--- src/design/chkm_pkg.sv ---
package chkm_pkg;

    localparam int BUCKETS_DEF    = 1024;
    localparam int ENTRIES_DEF    = 2048;
    localparam int VALUE_BITS_DEF = 32;

    localparam int KEY_W = 64;
    localparam int RES_W = 32;

    localparam logic [63:0] MIX_C1 = 64'hbf58476d1ce4e5b9;
    localparam logic [63:0] MIX_C2 = 64'h94d049bb133111eb;
    localparam int MIX_S1 = 30;
    localparam int MIX_S2 = 27;
    localparam int MIX_S3 = 31;

    typedef enum logic [1:0] {
        ST_INSERTED = 2'd0,
        ST_PRESENT  = 2'd1,
        ST_ABSENT   = 2'd2,
        ST_FULL     = 2'd3
    } status_t;

    localparam logic FUNC_FIND = 1'b0;
    localparam logic FUNC_ADD  = 1'b1;

    // handshake between sequencer and the hash unit
    typedef struct packed {
        logic start;
    } hash_req_t;

    typedef struct packed {
        logic done;
    } hash_rsp_t;

endpackage

--- src/design/chkm_hash.sv ---
// splitmix64 finalizer; each 64-bit multiply made of 32x32 partial products,
// one partial product per cycle through a single shared multiplier.
module chkm_hash (
    input  logic                  aclk,
    input  logic                  aresetn,
    input  chkm_pkg::hash_req_t   req,
    input  logic [63:0]           key,
    output chkm_pkg::hash_rsp_t   rsp,
    output logic [63:0]           hash
);

    typedef enum logic [2:0] {
        H_IDLE, H_PRE, H_MUL, H_POST, H_DONE
    } hstate_t;

    hstate_t     state_reg;
    logic        round_reg;      // 0: first mix, 1: second mix
    logic [1:0]  pp_reg;         // partial product step
    logic [63:0] x_reg;          // operand
    logic [63:0] acc_reg;        // product accumulator
    logic [63:0] c_sel;
    logic [31:0] mul_a;
    logic [31:0] mul_b;
    logic [63:0] mul_p;

    assign c_sel = round_reg ? chkm_pkg::MIX_C2 : chkm_pkg::MIX_C1;

    // the single multiplier: lo*lo, lo*hi, hi*lo (hi*hi falls out of 64 bits)
    always_comb begin
        case (pp_reg)
            2'd0:    begin mul_a = x_reg[31:0];  mul_b = c_sel[31:0];  end
            2'd1:    begin mul_a = x_reg[31:0];  mul_b = c_sel[63:32]; end
            default: begin mul_a = x_reg[63:32]; mul_b = c_sel[31:0];  end
        endcase
    end
    assign mul_p = {32'd0, mul_a} * {32'd0, mul_b};

    always_ff @(posedge aclk) begin
        if (!aresetn) begin
            state_reg <= H_IDLE;
            round_reg <= 1'b0;
            pp_reg    <= 2'd0;
        end else begin
            case (state_reg)
                H_IDLE: begin
                    if (req.start) begin
                        x_reg     <= key;
                        round_reg <= 1'b0;
                        state_reg <= H_PRE;
                    end
                end
                H_PRE: begin
                    x_reg     <= round_reg ? (x_reg ^ (x_reg >> chkm_pkg::MIX_S2))
                                           : (x_reg ^ (x_reg >> chkm_pkg::MIX_S1));
                    acc_reg   <= 64'd0;
                    pp_reg    <= 2'd0;
                    state_reg <= H_MUL;
                end
                H_MUL: begin
                    if (pp_reg == 2'd0)
                        acc_reg <= acc_reg + mul_p;
                    else
                        acc_reg <= acc_reg + {mul_p[31:0], 32'd0};
                    if (pp_reg == 2'd2) begin
                        state_reg <= H_POST;
                    end
                    pp_reg <= pp_reg + 2'd1;
                end
                H_POST: begin
                    x_reg <= acc_reg;
                    if (round_reg) begin
                        state_reg <= H_DONE;
                    end else begin
                        round_reg <= 1'b1;
                        state_reg <= H_PRE;
                    end
                end
                H_DONE: begin
                    state_reg <= H_IDLE;
                end
                default: state_reg <= H_IDLE;
            endcase
        end
    end

    assign rsp.done = (state_reg == H_DONE);
    assign hash     = x_reg ^ (x_reg >> chkm_pkg::MIX_S3);

endmodule

--- config.mk ---
export PLATFORM = sky130hd
export DESIGN_NAME = chkm_hash
export DESIGN_NICKNAME = d
export VERILOG_FILES = /design/src/design/chkm_pkg.sv /design/src/design/chkm_hash.sv
export SDC_FILE = /design/constraint.sdc
export NUM_CORES = 2
export LEC_CHECK = 0
export ABC_AREA = 1
export BUFFER_PORTS_ARGS = -buffer_cell sky130_fd_sc_hd__clkbuf_2
export CAP_MARGIN = 10
export CORE_MARGIN = 4
export CORE_UTILIZATION = 35
export DETAILED_ROUTE_END_ITERATION = 16
export GPL_TIMING_DRIVEN = 0
export SETUP_SLACK_MARGIN = 0.05
export SYNTH_ARGS = -nofsm -noshare
export SYNTH_HDL_FRONTEND = slang
export SYNTH_SLANG_ARGS = --single-unit
--- constraint.sdc ---
create_clock -name aclk -period 8.5 [get_ports aclk]
set_clock_uncertainty 0.1 [all_clocks]
set_input_delay 1.7 -clock aclk [delete_from_list [all_inputs] [get_ports aclk]]
set_output_delay 1.7 -clock aclk [all_outputs]
set_load 0.02 [all_outputs]
==> run summary <==
met1 Resource Use GR: 0.3693
initial antenna violation count: 6
Final HPWL DP: 170.8 mm
Post-Syn Area: 44,650 µm²
Worst Path Max Fanout: 9
vias in the first global route: 42,162
largest family of logic cells by synthesized area: adder cells
CP peak stage delay: 650 ps
top post-synthesis cells by area: fa_1, ha_1, inv_1
complex-gate fraction of the synthesized area: 0.09900
largest area contributor in the netlist: fa_1
status: finished, violations left
total wire length: 203.5 mm
critical path class: reg2reg
XOR/XNOR share of the synthesized area: 0.02628
HP Class: reg2reg
post-placement cell area: 48,340 µm²
htree depth: 4
Final WS setup: -1254 ps
max-slew violations: 0
mux share of post-synthesis cell area: 0
Hold WS: 391.2 ps
drt via density: 5.378
relative slew slack: 0.2083
RSZ-0062 raised after global routing: true
Area Growth Syn to Fin: 26.06%
area share of the largest cell type after synthesis: 0.3596
clock root buffer: clkbuf_16
DRT antenna net count: 0
Post-synth EDFFs: 128
design area: 56,280 µm²
die area: 133,300 µm²
minimum clock period: 9754 ps
Antenna Cells: 0
most common flop cell mapped by yosys: edfxtp_1
Adder-Cell Fraction of Synth Area: 0.4893
dpl cells: 7,417
proportion of layout cells with a drive suffix above 1: 0.2484
routed len/inst: 26.36 µm
# IOs: 132
Reg clk slew, reported paths: 70 ps
grt ovf: 0
Core ar.: 126,200 µm²
CTS buffer count: 17
delay-heaviest family, CP: adder cells
Yosys Warn Count: 0
critical path buffer and inverter count: 14
# DRC: 0
GR Layer Usage met3: 0.09473
post-synthesis cell count: 5,629
most frequent cells in the layout: inv_1, fa_1, nand2_1
DRT Pass-1 Iters: 6
CTS Sinks: 134
FP Rows: 130
simple-gate share of the synthesized area: 0.1572
Worst Path Required: 8610 ps
most used cell, CP: fa_1
MaxCap Viol Count: 0
Die W: 365.2 µm
average size of a mapped cell: 7.932 µm²
PortBufs: 131
first-pass GRT wire length: 288.4 mm
Starting DRT DRC Count: 4,267
Slowest cell on crit path: fa_2
met2 usage: 0.4676
Tot GR Track Use: 0.3025
Final setup violation count: 53
Net Count, Synth: 6,961
Slew @ Worst Pin: 1187 ps
total number of vias: 41,523
global route hottest layer: met2
Initial Util: 0.3537
Seq/Total Area, Yosys: 0.08877
Netlist cell types: 53
Worst setup SP type: flip-flop
CTS tree: done
Die H: 365.2 µm
most common cell after layout, fill and taps aside: inv_1
worst-case clock buffer depth: 2
violated checks: setup timing
largest net degree at the start of global routing: 32
Hold Violations, Final: 0
RD Place Congestion: 1.086
Worst setup EP type: flip-flop
fin nets: 7,390
clk_lat worst skew: 500 ps
Synth Register Bits: 134
crit share post-route: 1.147
crit path DAT: 9870 ps
Layout Cells excl Fill: 7,721
fraction of registers with async set or reset after synthesis: 0
Max Fclk: 102.5 MHz
[worst paths after layout]
path	endpoint	startpoint	cells past startpoint	slack, ps
worst min-delay path	pp_reg[0]	pp_reg[0]	1	390
worst min register to register	pp_reg[0]	pp_reg[0]	1	390
worst max register to register	acc_reg[53]	pp_reg[1]	48	-1250
worst max-delay path	acc_reg[53]	pp_reg[1]	48	-1250
[through the flow]
step | setup WS (ps) | setup TNS (ps) | util
after global placement | -3274 | -137290 | 0.3819
after detailed placement | -3257 | -137340 | 0.3830
after CTS | -1162 | -41580 | 0.4326
after floorplan | -5.891 | -5.891 | -
after global routing | -1525 | -58800 | 0.4459
final | -1254 | -46710 | 0.4459
[synthesized netlist by cell type, drive strengths merged (32+ instances only)]
cell / instances
o211ai: 32
fa: 802
xnor2: 33
nand3: 184
ha: 463
nand2: 831
edfxtp: 128
inv: 1434
o21bai: 42
clkbuf: 82
o21ai: 330
xor2: 101
a21oi: 310
buf: 94
nor2: 605
[timing repair]
| item | 4_1_cts | 5_1_grt |
|---|---|---|
| hold buffers | 0 | 0 |
| buffers inserted | 222 | 48 |
| pin swaps | 203 | 82 |
| setup endpoints to repair | 56 | 54 |
| gates cloned | 2 | 0 |
| gates resized for setup | 866 | 324 |
[cells by family (layout without fill, tap and decap cells)]
family          after synthesis  in the layout
flops                       134            134
xor+xnor                    134            134
buf+inv                    1611           2053
simple gates               1703           1703
fa+ha+maj                  1265           1265
compound gates              782            782
[per-layer routing]
metal	vias to the layer above	share of wire
li1	18026	-
met1	20412	0.37
met2	2423	0.43
met3	658	0.12
met4	4	0.082
met5	-	0.00013
[area by class of cell]
type,instances,area (µm²)
fill,12352,69940
multi-input combinational,3884,39700
inverter,1435,5463
sequential,134,3969
timing repair buffer,410,3199
tap,1650,2064
buffer,176,1324
clock buffer,17,425.4
clock inverter,15,142.6
Power is left out: the tool's default activity adds up to more than one toggle a clock period on the data nets, which glitch-free logic cannot reach.
